==> src/sv/ple_pkg.sv <==
// Package for the positional list engine.
// Holds field widths, operation and status codes and the result struct.
// No dependencies.
`default_nettype none

package ple_pkg;

    localparam int DEPTH_DEF   = 64;
    localparam int DATA_W      = 32;
    localparam int OP_W        = 3;
    localparam int POS_W       = 7;
    localparam int CNT_OUT_W   = 7;
    localparam int STATUS_W    = 2;
    localparam int IN_TDATA_W  = 40;
    localparam int OUT_TDATA_W = 40;

    typedef enum logic [OP_W-1:0] {
        OP_INS_FRONT = 3'd0,
        OP_INS_BACK  = 3'd1,
        OP_INS_AT    = 3'd2,
        OP_DEL_FRONT = 3'd3,
        OP_DEL_BACK  = 3'd4,
        OP_DEL_AT    = 3'd5,
        OP_READ      = 3'd6
    } t_opcode;

    typedef enum logic [STATUS_W-1:0] {
        ST_OK     = 2'd0,
        ST_BADPOS = 2'd1,
        ST_EMPTY  = 2'd2,
        ST_FULL   = 2'd3
    } t_status;

    typedef struct packed {
        t_status                    status;
        logic [CNT_OUT_W-1:0]       count;
        logic signed [DATA_W-1:0]   read_value;
    } t_result;

endpackage

`default_nettype wire

==> src/sv/ple_mem.sv <==
// Entry store of the positional list engine: one write port and one read
// port with registered read data. Uses ple_pkg for the data width.
`default_nettype none

module ple_mem #(
    parameter int DEPTH = ple_pkg::DEPTH_DEF
) (
    input  wire logic                             i_clk,
    input  wire logic                             i_we,
    input  wire logic [$clog2(DEPTH)-1:0]         i_waddr,
    input  wire logic [ple_pkg::DATA_W-1:0]       i_wdata,
    input  wire logic [$clog2(DEPTH)-1:0]         i_raddr,
    output logic      [ple_pkg::DATA_W-1:0]       o_rdata
);

    logic [ple_pkg::DATA_W-1:0] r_mem [DEPTH];
    logic [ple_pkg::DATA_W-1:0] r_rdata;

    always_ff @(posedge i_clk) begin
        if (i_we) begin
            r_mem[i_waddr] <= i_wdata;
        end
    end

    always_ff @(posedge i_clk) begin
        r_rdata <= r_mem[i_raddr];
    end

    assign o_rdata = r_rdata;

endmodule

`default_nettype wire

==> src/sv/ple_seq.sv <==
// Sequencer of the positional list engine: decodes one operation, checks the
// position and moves entries one at a time through the store. Uses ple_pkg.
`default_nettype none

module ple_seq #(
    parameter int DEPTH = ple_pkg::DEPTH_DEF
) (
    input  wire logic                                 i_clk,
    input  wire logic                                 i_rst_n,
    input  wire logic                                 i_in_valid,
    output logic                                      o_in_ready,
    input  wire ple_pkg::t_opcode                     i_opcode,
    input  wire logic signed [ple_pkg::DATA_W-1:0]    i_value,
    input  wire logic        [ple_pkg::POS_W-1:0]     i_position,
    output logic                                      o_res_valid,
    input  wire logic                                 i_res_ready,
    output ple_pkg::t_result                          o_result,
    output logic                                      o_mem_we,
    output logic        [$clog2(DEPTH)-1:0]           o_mem_waddr,
    output logic        [ple_pkg::DATA_W-1:0]         o_mem_wdata,
    output logic        [$clog2(DEPTH)-1:0]           o_mem_raddr,
    input  wire logic   [ple_pkg::DATA_W-1:0]         i_mem_rdata
);

    localparam int AW = $clog2(DEPTH);
    localparam int CW = $clog2(DEPTH + 1);
    localparam int PW = ((CW > ple_pkg::POS_W) ? CW : ple_pkg::POS_W) + 1;

    typedef enum logic [2:0] {
        S_IDLE,
        S_UP_RD,
        S_UP_WR,
        S_PUT,
        S_DN_RD,
        S_DN_WR,
        S_RD_WAIT,
        S_RESP
    } t_state;

    t_state                          r_state, n_state;
    logic [CW-1:0]                   r_count, n_count;
    logic [AW-1:0]                   r_idx, n_idx;
    logic [AW-1:0]                   r_dst, n_dst;
    logic signed [ple_pkg::DATA_W-1:0] r_value, n_value;
    logic [ple_pkg::DATA_W-1:0]      r_rdata, n_rdata;
    ple_pkg::t_status                r_status, n_status;

    logic [PW-1:0] pos_x;
    logic [PW-1:0] cnt_x;
    logic [PW-1:0] pos_m1;
    logic [AW-1:0] pos_idx;
    logic [AW-1:0] cnt_idx;
    logic          pos_ok_ins;
    logic          pos_ok_ext;
    logic          full;
    logic          empty;
    logic [AW-1:0] ins_idx;
    logic [AW-1:0] del_idx;
    logic [AW-1:0] dst_dec;
    logic [AW-1:0] dst_inc;

    always_comb begin
        pos_x      = PW'(i_position);
        cnt_x      = PW'(r_count);
        pos_m1     = pos_x - PW'(1);
        pos_idx    = pos_m1[AW-1:0];
        cnt_idx    = r_count[AW-1:0];
        pos_ok_ins = (pos_x != '0) && (pos_x <= cnt_x + PW'(1));
        pos_ok_ext = (pos_x != '0) && (pos_x <= cnt_x);
        full       = (r_count == CW'(DEPTH));
        empty      = (r_count == '0);
        dst_dec    = r_dst - AW'(1);
        dst_inc    = r_dst + AW'(1);
    end

    always_comb begin
        case (i_opcode)
            ple_pkg::OP_INS_FRONT: ins_idx = '0;
            ple_pkg::OP_INS_BACK:  ins_idx = cnt_idx;
            default:               ins_idx = pos_idx;
        endcase
        case (i_opcode)
            ple_pkg::OP_DEL_FRONT: del_idx = '0;
            ple_pkg::OP_DEL_BACK:  del_idx = cnt_idx - AW'(1);
            default:               del_idx = pos_idx;
        endcase
    end

    always_comb begin
        n_state  = r_state;
        n_count  = r_count;
        n_idx    = r_idx;
        n_dst    = r_dst;
        n_value  = r_value;
        n_rdata  = r_rdata;
        n_status = r_status;

        case (r_state)
            S_IDLE: begin
                if (i_in_valid) begin
                    n_value  = i_value;
                    n_rdata  = '0;
                    n_status = ple_pkg::ST_OK;
                    n_state  = S_RESP;
                    case (i_opcode)
                        ple_pkg::OP_INS_FRONT, ple_pkg::OP_INS_BACK,
                        ple_pkg::OP_INS_AT: begin
                            // Fullness takes priority over the position check.
                            if (full) begin
                                n_status = ple_pkg::ST_FULL;
                            end else if (i_opcode == ple_pkg::OP_INS_AT && !pos_ok_ins) begin
                                n_status = ple_pkg::ST_BADPOS;
                            end else begin
                                n_idx   = ins_idx;
                                n_dst   = cnt_idx;
                                n_state = (cnt_idx != ins_idx) ? S_UP_RD : S_PUT;
                            end
                        end
                        ple_pkg::OP_DEL_FRONT, ple_pkg::OP_DEL_BACK: begin
                            if (empty) begin
                                n_status = ple_pkg::ST_EMPTY;
                            end else begin
                                n_dst = del_idx;
                                if (CW'(del_idx) + CW'(1) < r_count) begin
                                    n_state = S_DN_RD;
                                end else begin
                                    n_count = r_count - CW'(1);
                                end
                            end
                        end
                        ple_pkg::OP_DEL_AT: begin
                            if (!pos_ok_ext) begin
                                n_status = ple_pkg::ST_BADPOS;
                            end else begin
                                n_dst = del_idx;
                                if (CW'(del_idx) + CW'(1) < r_count) begin
                                    n_state = S_DN_RD;
                                end else begin
                                    n_count = r_count - CW'(1);
                                end
                            end
                        end
                        ple_pkg::OP_READ: begin
                            if (!pos_ok_ext) begin
                                n_status = ple_pkg::ST_BADPOS;
                            end else begin
                                n_state = S_RD_WAIT;
                            end
                        end
                        default: begin
                            n_status = ple_pkg::ST_OK;
                        end
                    endcase
                end
            end
            S_UP_RD: begin
                n_state = S_UP_WR;
            end
            S_UP_WR: begin
                n_dst   = dst_dec;
                n_state = (dst_dec == r_idx) ? S_PUT : S_UP_RD;
            end
            S_PUT: begin
                n_count = r_count + CW'(1);
                n_state = S_RESP;
            end
            S_DN_RD: begin
                n_state = S_DN_WR;
            end
            S_DN_WR: begin
                n_dst = dst_inc;
                if (CW'(dst_inc) + CW'(1) < r_count) begin
                    n_state = S_DN_RD;
                end else begin
                    n_count = r_count - CW'(1);
                    n_state = S_RESP;
                end
            end
            S_RD_WAIT: begin
                n_rdata = i_mem_rdata;
                n_state = S_RESP;
            end
            S_RESP: begin
                if (i_res_ready) begin
                    n_state = S_IDLE;
                end
            end
            default: begin
                n_state = S_IDLE;
            end
        endcase
    end

    always_ff @(posedge i_clk) begin
        if (!i_rst_n) begin
            r_state  <= S_IDLE;
            r_count  <= '0;
            r_status <= ple_pkg::ST_OK;
        end else begin
            r_state  <= n_state;
            r_count  <= n_count;
            r_status <= n_status;
        end
        r_idx   <= n_idx;
        r_dst   <= n_dst;
        r_value <= n_value;
        r_rdata <= n_rdata;
    end

    // The read address is the source of the next move; in idle it is the
    // addressed entry so that a read has its data in the cycle after it is accepted.
    always_comb begin
        o_mem_we    = 1'b0;
        o_mem_waddr = r_dst;
        o_mem_wdata = i_mem_rdata;
        case (r_state)
            S_IDLE:  o_mem_raddr = pos_idx;
            S_UP_RD: o_mem_raddr = dst_dec;
            S_DN_RD: o_mem_raddr = dst_inc;
            default: o_mem_raddr = r_dst;
        endcase
        case (r_state)
            S_UP_WR, S_DN_WR: begin
                o_mem_we = 1'b1;
            end
            S_PUT: begin
                o_mem_we    = 1'b1;
                o_mem_waddr = r_idx;
                o_mem_wdata = r_value;
            end
            default: begin
                o_mem_we = 1'b0;
            end
        endcase
    end

    assign o_in_ready          = (r_state == S_IDLE);
    assign o_res_valid         = (r_state == S_RESP);
    assign o_result.status     = r_status;
    assign o_result.count      = ple_pkg::CNT_OUT_W'(r_count);
    assign o_result.read_value = r_rdata;

endmodule

`default_nettype wire

==> src/sv/positional_list_engine.sv <==
// Positional list engine: a bounded ordered list with insert, delete and read.
// An insert or a delete moves the entries that it shifts one at a time, each by one
// read and one store write. One transaction at a time: the next is taken only once
// the result has been passed to the output register.
// Synchronous active-low reset clears the count; the entry store is not cleared.
`default_nettype none

module positional_list_engine #(
    parameter int DEPTH = ple_pkg::DEPTH_DEF
) (
    input  wire logic                              i_clk,
    input  wire logic                              i_rst_n,
    input  wire logic                              s_axis_tvalid,
    output logic                                   s_axis_tready,
    // tdata: value [31:0], position [38:32], zero pad [39]
    input  wire logic [ple_pkg::IN_TDATA_W-1:0]    s_axis_tdata,
    // tuser: opcode [2:0]
    input  wire logic [ple_pkg::OP_W-1:0]          s_axis_tuser,
    output logic                                   m_axis_tvalid,
    input  wire logic                              m_axis_tready,
    // tdata: count [6:0], read_value [38:7], zero pad [39]
    output logic [ple_pkg::OUT_TDATA_W-1:0]        m_axis_tdata,
    // tuser: status [1:0]
    output logic [ple_pkg::STATUS_W-1:0]           m_axis_tuser
);

    localparam int AW = $clog2(DEPTH);
    localparam int DW = ple_pkg::DATA_W;

    logic              w_res_valid;
    logic              w_res_ready;
    ple_pkg::t_result  w_result;
    logic              w_mem_we;
    logic [AW-1:0]     w_mem_waddr;
    logic [DW-1:0]     w_mem_wdata;
    logic [AW-1:0]     w_mem_raddr;
    logic [DW-1:0]     w_mem_rdata;

    logic              r_out_valid;
    ple_pkg::t_result  r_out;

    ple_seq #(
        .DEPTH (DEPTH)
    ) u_seq (
        .i_clk       (i_clk),
        .i_rst_n     (i_rst_n),
        .i_in_valid  (s_axis_tvalid),
        .o_in_ready  (s_axis_tready),
        .i_opcode    (ple_pkg::t_opcode'(s_axis_tuser)),
        .i_value     (s_axis_tdata[DW-1:0]),
        .i_position  (s_axis_tdata[DW +: ple_pkg::POS_W]),
        .o_res_valid (w_res_valid),
        .i_res_ready (w_res_ready),
        .o_result    (w_result),
        .o_mem_we    (w_mem_we),
        .o_mem_waddr (w_mem_waddr),
        .o_mem_wdata (w_mem_wdata),
        .o_mem_raddr (w_mem_raddr),
        .i_mem_rdata (w_mem_rdata)
    );

    ple_mem #(
        .DEPTH (DEPTH)
    ) u_mem (
        .i_clk   (i_clk),
        .i_we    (w_mem_we),
        .i_waddr (w_mem_waddr),
        .i_wdata (w_mem_wdata),
        .i_raddr (w_mem_raddr),
        .o_rdata (w_mem_rdata)
    );

    // The output register takes in a result when it is empty or when the downstream
    // side takes its present one; only then is the sequencer freed.
    assign w_res_ready = !r_out_valid || m_axis_tready;

    always_ff @(posedge i_clk) begin
        if (!i_rst_n) begin
            r_out_valid <= 1'b0;
        end else if (w_res_ready) begin
            r_out_valid <= w_res_valid;
        end
        if (w_res_ready && w_res_valid) begin
            r_out <= w_result;
        end
    end

    assign m_axis_tvalid = r_out_valid;
    assign m_axis_tuser  = r_out.status;
    assign m_axis_tdata  = {1'b0, r_out.read_value, r_out.count};

`ifndef ASSERT_OFF
    a_busy_after_accept: assert property (@(posedge i_clk) disable iff (!i_rst_n)
        s_axis_tvalid && s_axis_tready |=> !s_axis_tready)
        else $error("New transaction taken while the previous one was in progress.");

    a_no_accept_with_result: assert property (@(posedge i_clk) disable iff (!i_rst_n)
        w_res_valid |-> !s_axis_tready)
        else $error("Input ready while a result is pending in the sequencer.");

    a_zero_data_on_error: assert property (@(posedge i_clk) disable iff (!i_rst_n)
        m_axis_tvalid && (r_out.status != ple_pkg::ST_OK) |-> (r_out.read_value == '0))
        else $error("Non-zero read data returned with an error status.");
`endif

endmodule

`default_nettype wire
==> config.mk <==
export PLATFORM = sky130hd
export DESIGN_NAME = positional_list_engine
export DESIGN_NICKNAME = d
export VERILOG_FILES = /design/src/sv/ple_pkg.sv /design/src/sv/ple_mem.sv /design/src/sv/ple_seq.sv /design/src/sv/positional_list_engine.sv
export SDC_FILE = /design/constraint.sdc
export NUM_CORES = 2
export LEC_CHECK = 0
export BUFFER_PORTS_ARGS = -buffer_cell sky130_fd_sc_hd__buf_4
export CELL_PAD_IN_SITES_DETAIL_PLACEMENT = 1
export CELL_PAD_IN_SITES_GLOBAL_PLACEMENT = 2
export CORE_UTILIZATION = 25
export CTS_CLUSTER_DIAMETER = 120
export DETAILED_ROUTE_END_ITERATION = 7
export MAX_ROUTING_LAYER = met4
export PLACE_DENSITY = 0.49
export SYNTH_ARGS = -nofsm -noshare
export SYNTH_HDL_FRONTEND = slang
export SYNTH_SLANG_ARGS = --single-unit
==> constraint.sdc <==
create_clock -name i_clk -period 4 [get_ports i_clk]
set_input_delay 0.4 -clock i_clk [delete_from_list [all_inputs] [get_ports i_clk]]
set_output_delay 0.4 -clock i_clk [all_outputs]
set_load 0.005 [all_outputs]
---- Word-level counts from Yosys, hierarchy flattened ----
Memories as Yosys holds them, arrays and structs flattened. A register that Yosys moved wholly into a read port is not among the register bits.
Cells that the tools add are included.
Widths: inputs -> output; s select.
operators by class
  $lt $le $gt $ge ......................... 4
  equal/unequal tests ..................... 25
  reductions and logical operators ........ 25
  add/subtract/negate cells ............... 9
  bitwise operators ....................... 2
  mux-type cells .......................... 42
operators with widths
  cell                 number
  $mux 32              2
  $pmux 32 s2          1
  $pmux 6 s3           3
  $mux 6               6
  $mux 7               5
  $pmux 6 s2           2
  $eq 3x3->1 const B   7
  $pmux 3 s7           1
  $pmux 7 s3           1
  $mux 3               6
  $sub 6x1->6 const B  3
  $add 6x1->7 const B  2
  $lt 7x7->1           2
  $pmux 7 s2           1
  $eq 3x2->1 const B   4
  $mux 2               6
  $pmux 3 s4           1
  $ne 3x3->1 const B   3
  $add 7x1->8 const B  1
  $le 7x8->1           1
  $add 7x1->7 const B  1
  $eq 7x7->1 const B   1
  $le 7x7->1           1
  $logic_not 7->1      1
  26 further kinds     45
word-level totals
  bits in writable memories ............... 2048
  logic and storage cells ................. 119
  memories ................................ 1
  bits in registers ....................... 130
  output and inout bits ................... 44
  input port bits ......................... 47
memories
  name         depth  bits a word  read ports  clocked after Yosys merged registers in  write ports  RTL line       RTL
  u_mem.r_mem  64     32           1           1                                        1            ple_mem.sv:16  logic [ple_pkg::DATA_W-1:0] r_mem [DEPTH];

---- Depth between registers and ports, before layout ----
  depth after elaboration ................. 10
  depth in mapped cells ................... 18
  mapped depth without buffers ............ 17

---- Cells and area by module ----
From an unflattened synthesis, not the netlist that was laid out.
unflattened totals
  cell total of the unflattened synthesis .. 4002
  area total of the unflattened synthesis .. 86176.4 um^2
by module, submodules not included
  module                  area an instance (um^2)  times used  sequential area each (um^2)  cells an instance
  ple_mem                 78517.8                  1           62139.6                      3323
  ple_seq                 6358.6                   1           2522.4                       631
  positional_list_engine  1300.0                   1           1251.2                       48

---- Least setup slack after synthesis ----
No wires, ideal clock.
  path type ............................... input -> register
  start point ............................. input port s_axis_tdata[32] (netlist bit)
  end point ............................... register u_seq.r_count[1]
  path slack .............................. 179 ps
  path buffers ............................ 1
  required time ........................... 3882 ps
  library setup time ...................... 118 ps
  data arrival time ....................... 3703 ps
  cell stages on the path ................. 18
  cell sequence ........................... buf_6 > inv_1 > ha_1 > nor3b_1 > xnor2_1 > a21oi_1 > nor2_1 > a221oi_1 > nand3_1 > xor2_1 > ha_1 > a21oi_1 > o22ai_1 > nor3_1 > o211ai_1 > o21ai_1 > mux2i_1 > nor2_1
between the ends
  longest elaborated chain between the ends .. 9
  elaborated cells on any way between the ends .. 15
  classes of those cells .................. 2 x add/sub; 2 x order compare; 1 x eq/ne; 7 x mux; 3 x reduce/logical
RTL lines
  element                    RTL line                        RTL
  from (decl)                positional_list_engine.sv:16    input wire logic [ple_pkg::IN_TDATA_W-1:0] s_axis_tdata,
  $sub 6x1->6                ple_seq.sv:65                   pos_m1 = pos_x - PW'(1);
  $pmux 6 s2                 ple_seq.sv:82                   case (i_opcode)
  $add 6x1->7                ple_seq.sv:124, ple_seq.sv:136
  $lt 7x7->1                 ple_seq.sv:124, ple_seq.sv:136
  $mux 7                     -
  $mux 7 (on tied branches)  -
  $pmux 7 s2                 -
  $mux 7                     -
  $pmux 7 s3                 -
  to (signal assigned)       ple_seq.sv:201                  r_count <= n_count;
  to (decl)                  ple_seq.sv:41                   logic [CW-1:0] r_count, n_count;
Parallel ways exist; a longest one is shown, timed or not. The select of a mux whose other input is x is not followed.
A chain may end at the register's enable or synchronous reset.

---- Worst setup path in the final report ----
  start point ............................. register u_seq.r_state[2]
  end point ............................... register u_mem.r_rdata (netlist bit u_mem.o_rdata[29]) (read register of u_mem.r_mem)
between the ends
  longest elaborated chain between the ends .. 2
  elaborated cells on any way between the ends .. 4
  classes of those cells .................. 2 x eq/ne; 1 x mux; 1 x reduce/logical
RTL lines
  element                             RTL line        RTL
  from (decl)                         ple_seq.sv:40   t_state r_state, n_state;
  from (signal assigned)              ple_seq.sv:200  r_state <= n_state;
  $eq 3x3->1 (tied with other cells)  ple_seq.sv:216  case (r_state)
  $pmux 6 s3 *                        ple_seq.sv:216
  to (decl)                           ple_mem.sv:17   logic [ple_pkg::DATA_W-1:0] r_rdata;
Mark *: on every way between the ends. The rest lies on a longest branch, timed or not.

==> flow_summary.ini <==
[outcome]
outcome = finished clean

[floorplanning]
fp.coreArea_um2 = 346700
start_util = 0.2518
die_area_um2 = 351600
die_y_um = 593.0
die_w_um = 593.0
placement_rows = 216
io_pins = 91

[power_and_ir_drop]
combPwrFrac = 0.477
p_int_uw = 62030
pwr-share-clk = 0.224
p_seq_frac = 0.299
p_total_uw = 104500
ir_worst_vdd_mv = 0.6459
p_leak_uw = 0.03570
switching_share = 0.4062
power_switching_uw = 42430
power_per_cell_area_nw_per_um2 = 965.7

[place]
placed_cells = 10350
hpwlAfterDp_um = 189600
place_congestion = 0.7782
dpl-instance-area_um2 = 99450
port_buffers = 88

[route]
drc = 0
drtIter0Drc = 3491
met1_length_um = 143400
drtAntennaViolNets = 0
vias = 52080
dr_wl_met3_um = 10890
met2_length_um = 140400
detail_route.wl_per_cell_um = 27.65
top_layer_used = met4
first_pass_iters = 5
viasPerCell = 4.796
wirelength_um = 300300

[yosys]
avgSynthCellArea_um2 = 16.09
yosysTopAreaCell = edfxtp_1
synth_edf_count = 2165
ys_top_cells_by_area = edfxtp_1 74%, nand2_1 3.5%, mux2i_1 2.9%, mux4_2 2.8%, a21oi_1 1.9%
netlist_instances = 5427
synth_flop_cell = edfxtp_1
async_flop_share = 0
ys_types = 84
yosysTopAreaCellShare = 0.7445
yosysSeqAreaShare = 0.7549
syn-num-nets = 5517
syn-cell-area_um2 = 87320
synth-seq-cells = 2210
yosysWarnings = 0

[finish]
stdcell_count = 10860
final_common_cell = edfxtp_1
fin_area_um2 = 108200
nNetsFinal = 6168
multi_input_area_um2 = 20420
layout_common_cells = 2165 x edfxtp_1, 800 x nand2_1, 527 x buf_4, 339 x a21oi_1, 271 x clkbuf_16
nFillCells = 35750
synthToLayoutAreaGrowth_pct = 23.89
drive_gt1_frac = 0.2188
ff_latch_area_um2 = 65910

[setup_path]
worstPathRequired_ns = 4.75
r2r-end = u_mem.o_rdata[29]$_DFF_P_
critPathLaunch = u_seq.r_state[2]$_SDFFE_PN0P_
startpoint_type = flip-flop
worst-setup-path-type = flip-flop to flip-flop
critPathCaptureType = flip-flop
r2r_slack_ns = 0.13
r2r-start = u_seq.r_state[2]$_SDFFE_PN0P_
crit_end = u_mem.o_rdata[29]$_DFF_P_
cp.arrival_ns = 4.62
cp_max_fo = 14
rr_worst_depth = 11

[cts]
cts_buffers = 266
post_cts_buffers = 0
cts_num_sinks = 2210
clk_pin_slew_ns = 0.06
root_buffer = clkbuf_16
clk_latency_ns = 0.90
cts_tree = done
clockBufferDepth = 4
htree_levels = 5

[sta]
worst_clock_skew_ns = 0.05274
finalSetupViolCount = 0
fmax_mhz = 258.2
hold_ws_ns = 0.08434
tightest_slew_ns = 0.9032
timing.final.crit_share = 0.9681
min_period_ns = 3.872
max_slew_margin = 0.3978
rsz0062_at_grt = no
finalHoldViolations = 0
maxSlewViolCount = 0

[grt]
antenna_found_initial = 20
grt_usage = 0.1738
grt_max_degree = 103
grt_pass1_vias = 54580
grt_overflow = 0
grt_pass1_wl_um = 425200

[min_path]
hold_depth = 3
hold_path.class = input pin to flip-flop

[flow_run]
max_cap_viol_count = 0
[synthesized netlist by cell type, drive strengths merged (61+ instances only)]
master,count
a32oi,134
edfxtp,2165
nor2,127
o22ai,166
mux4,109
nand2,808
and3,64
buf,186
mux2i,255
a21oi,340
mux2,79
o21ai,61
clkbuf,163
[through the flow]
step | setup WS [ns] | TNS [ns] | utilization
after CTS | 0.05927 | 0 | 0.3118
after global placement | -0.3307 | -1.919 | 0.2868
after global routing | 0.008169 | 0 | 0.3120
after detailed placement | -0.3537 | -1.644 | 0.2868
final | 0.1276 | 0 | 0.3120
after floorplan | 0.1794 | 0 | -
[worst min-delay path by stage]
stage / to / startpoint
floorplan: m_axis_tuser[0]$_DFFE_PP_ / u_seq.r_status[0]$_SDFFE_PN0P_
global placement: m_axis_tdata[9]$_DFFE_PP_ / u_seq.r_rdata[2]$_SDFFCE_PN0P_
detailed placement: m_axis_tdata[12]$_DFFE_PP_ / u_seq.r_rdata[5]$_SDFFCE_PN0P_
CTS: u_seq.r_idx[0]$_DFFE_PP_ / s_axis_tdata[32]
global route: u_seq.r_idx[0]$_DFFE_PP_ / s_axis_tdata[32]
finish: u_seq.r_idx[0]$_DFFE_PP_ / s_axis_tdata[32]
[logic make-up after synthesis]
| family | Yosys count | synth area share |
|---|---|---|
| buf+inv | 376 | 0.01946 |
| xor+xnor | 40 | 0.004012 |
| simple gates | 1191 | 0.05842 |
| mux | 443 | 0.06753 |
| compound gates | 1123 | 0.08943 |
| flops | 2210 | 0.7549 |
| fa+ha+maj | 43 | 0.006247 |
| other cells | 1 | 0.00004295 |
[worst max-delay path: stages (launching register included)]
cell and delay (ns):
dfxtp_1 0.45, buf_4 0.25, or3b_2 0.46, o22ai_1 0.30, a221o_1 0.22, buf_12 0.18
buf_4 0.24, nor2_4 0.06, buf_12 0.16, a221oi_1 0.78, o22ai_1 0.28, a221o_1 0.32
[power groups by stage]
stage	logic, uW	clock network [uW]	registers [uW]
2_1_floorplan	24600	0	31200
3_3_place_gp	50000	0	31700
3_5_place_dp	50500	0	31700
4_1_cts	50700	24200	31200
5_1_grt	53300	25000	31300
6_report	49800	23400	31200
[area by class of cell]
| class | instances | area share |
|---|---|---|
| Multi-Input combinational cell | 2841 | 0.1887 |
| Clock buffer | 333 | 0.06549 |
| Sequential cell | 2210 | 0.6093 |
| Timing Repair Buffer | 732 | 0.07119 |
| Antenna cell | 6 | 0.0001388 |
| Clock inverter | 133 | 0.01128 |
| Inverter | 27 | 0.0009368 |
| Tap cell | 4578 | 0.05295 |
[flip-flops by register name (all words and copies together), names as in the netlist]
register / cells
u_mem.o_rdata: 32
u_seq.r_rdata: 32
u_seq.r_status: 2
u_seq.r_value: 32
u_mem.r_mem: 2048
m_axis_tvalid: 1
u_seq.r_dst: 6
u_seq.r_count: 7
m_axis_tuser: 2
u_seq.r_idx: 6
m_axis_tdata: 39
u_seq.r_state: 3
[repair_timing]
| action | 4_1_cts | 5_1_grt |
|---|---|---|
| setup endpoints to repair | 8 | 9 |
| hold buffers | 35 | 0 |
| pin swaps | 0 | 1 |
| endpoints found under the hold margin | 45 | 0 |
| gates resized for setup | 4 | 7 |
[routing by layer]
metal  track usage  vias to the layer above
met5             -                        -
met4       0.03325                        0
met3       0.01946                      334
met2        0.2760                     1002
met1        0.2409                    27940
li1              -                    22810
Power figures use the tool's default switching activity.
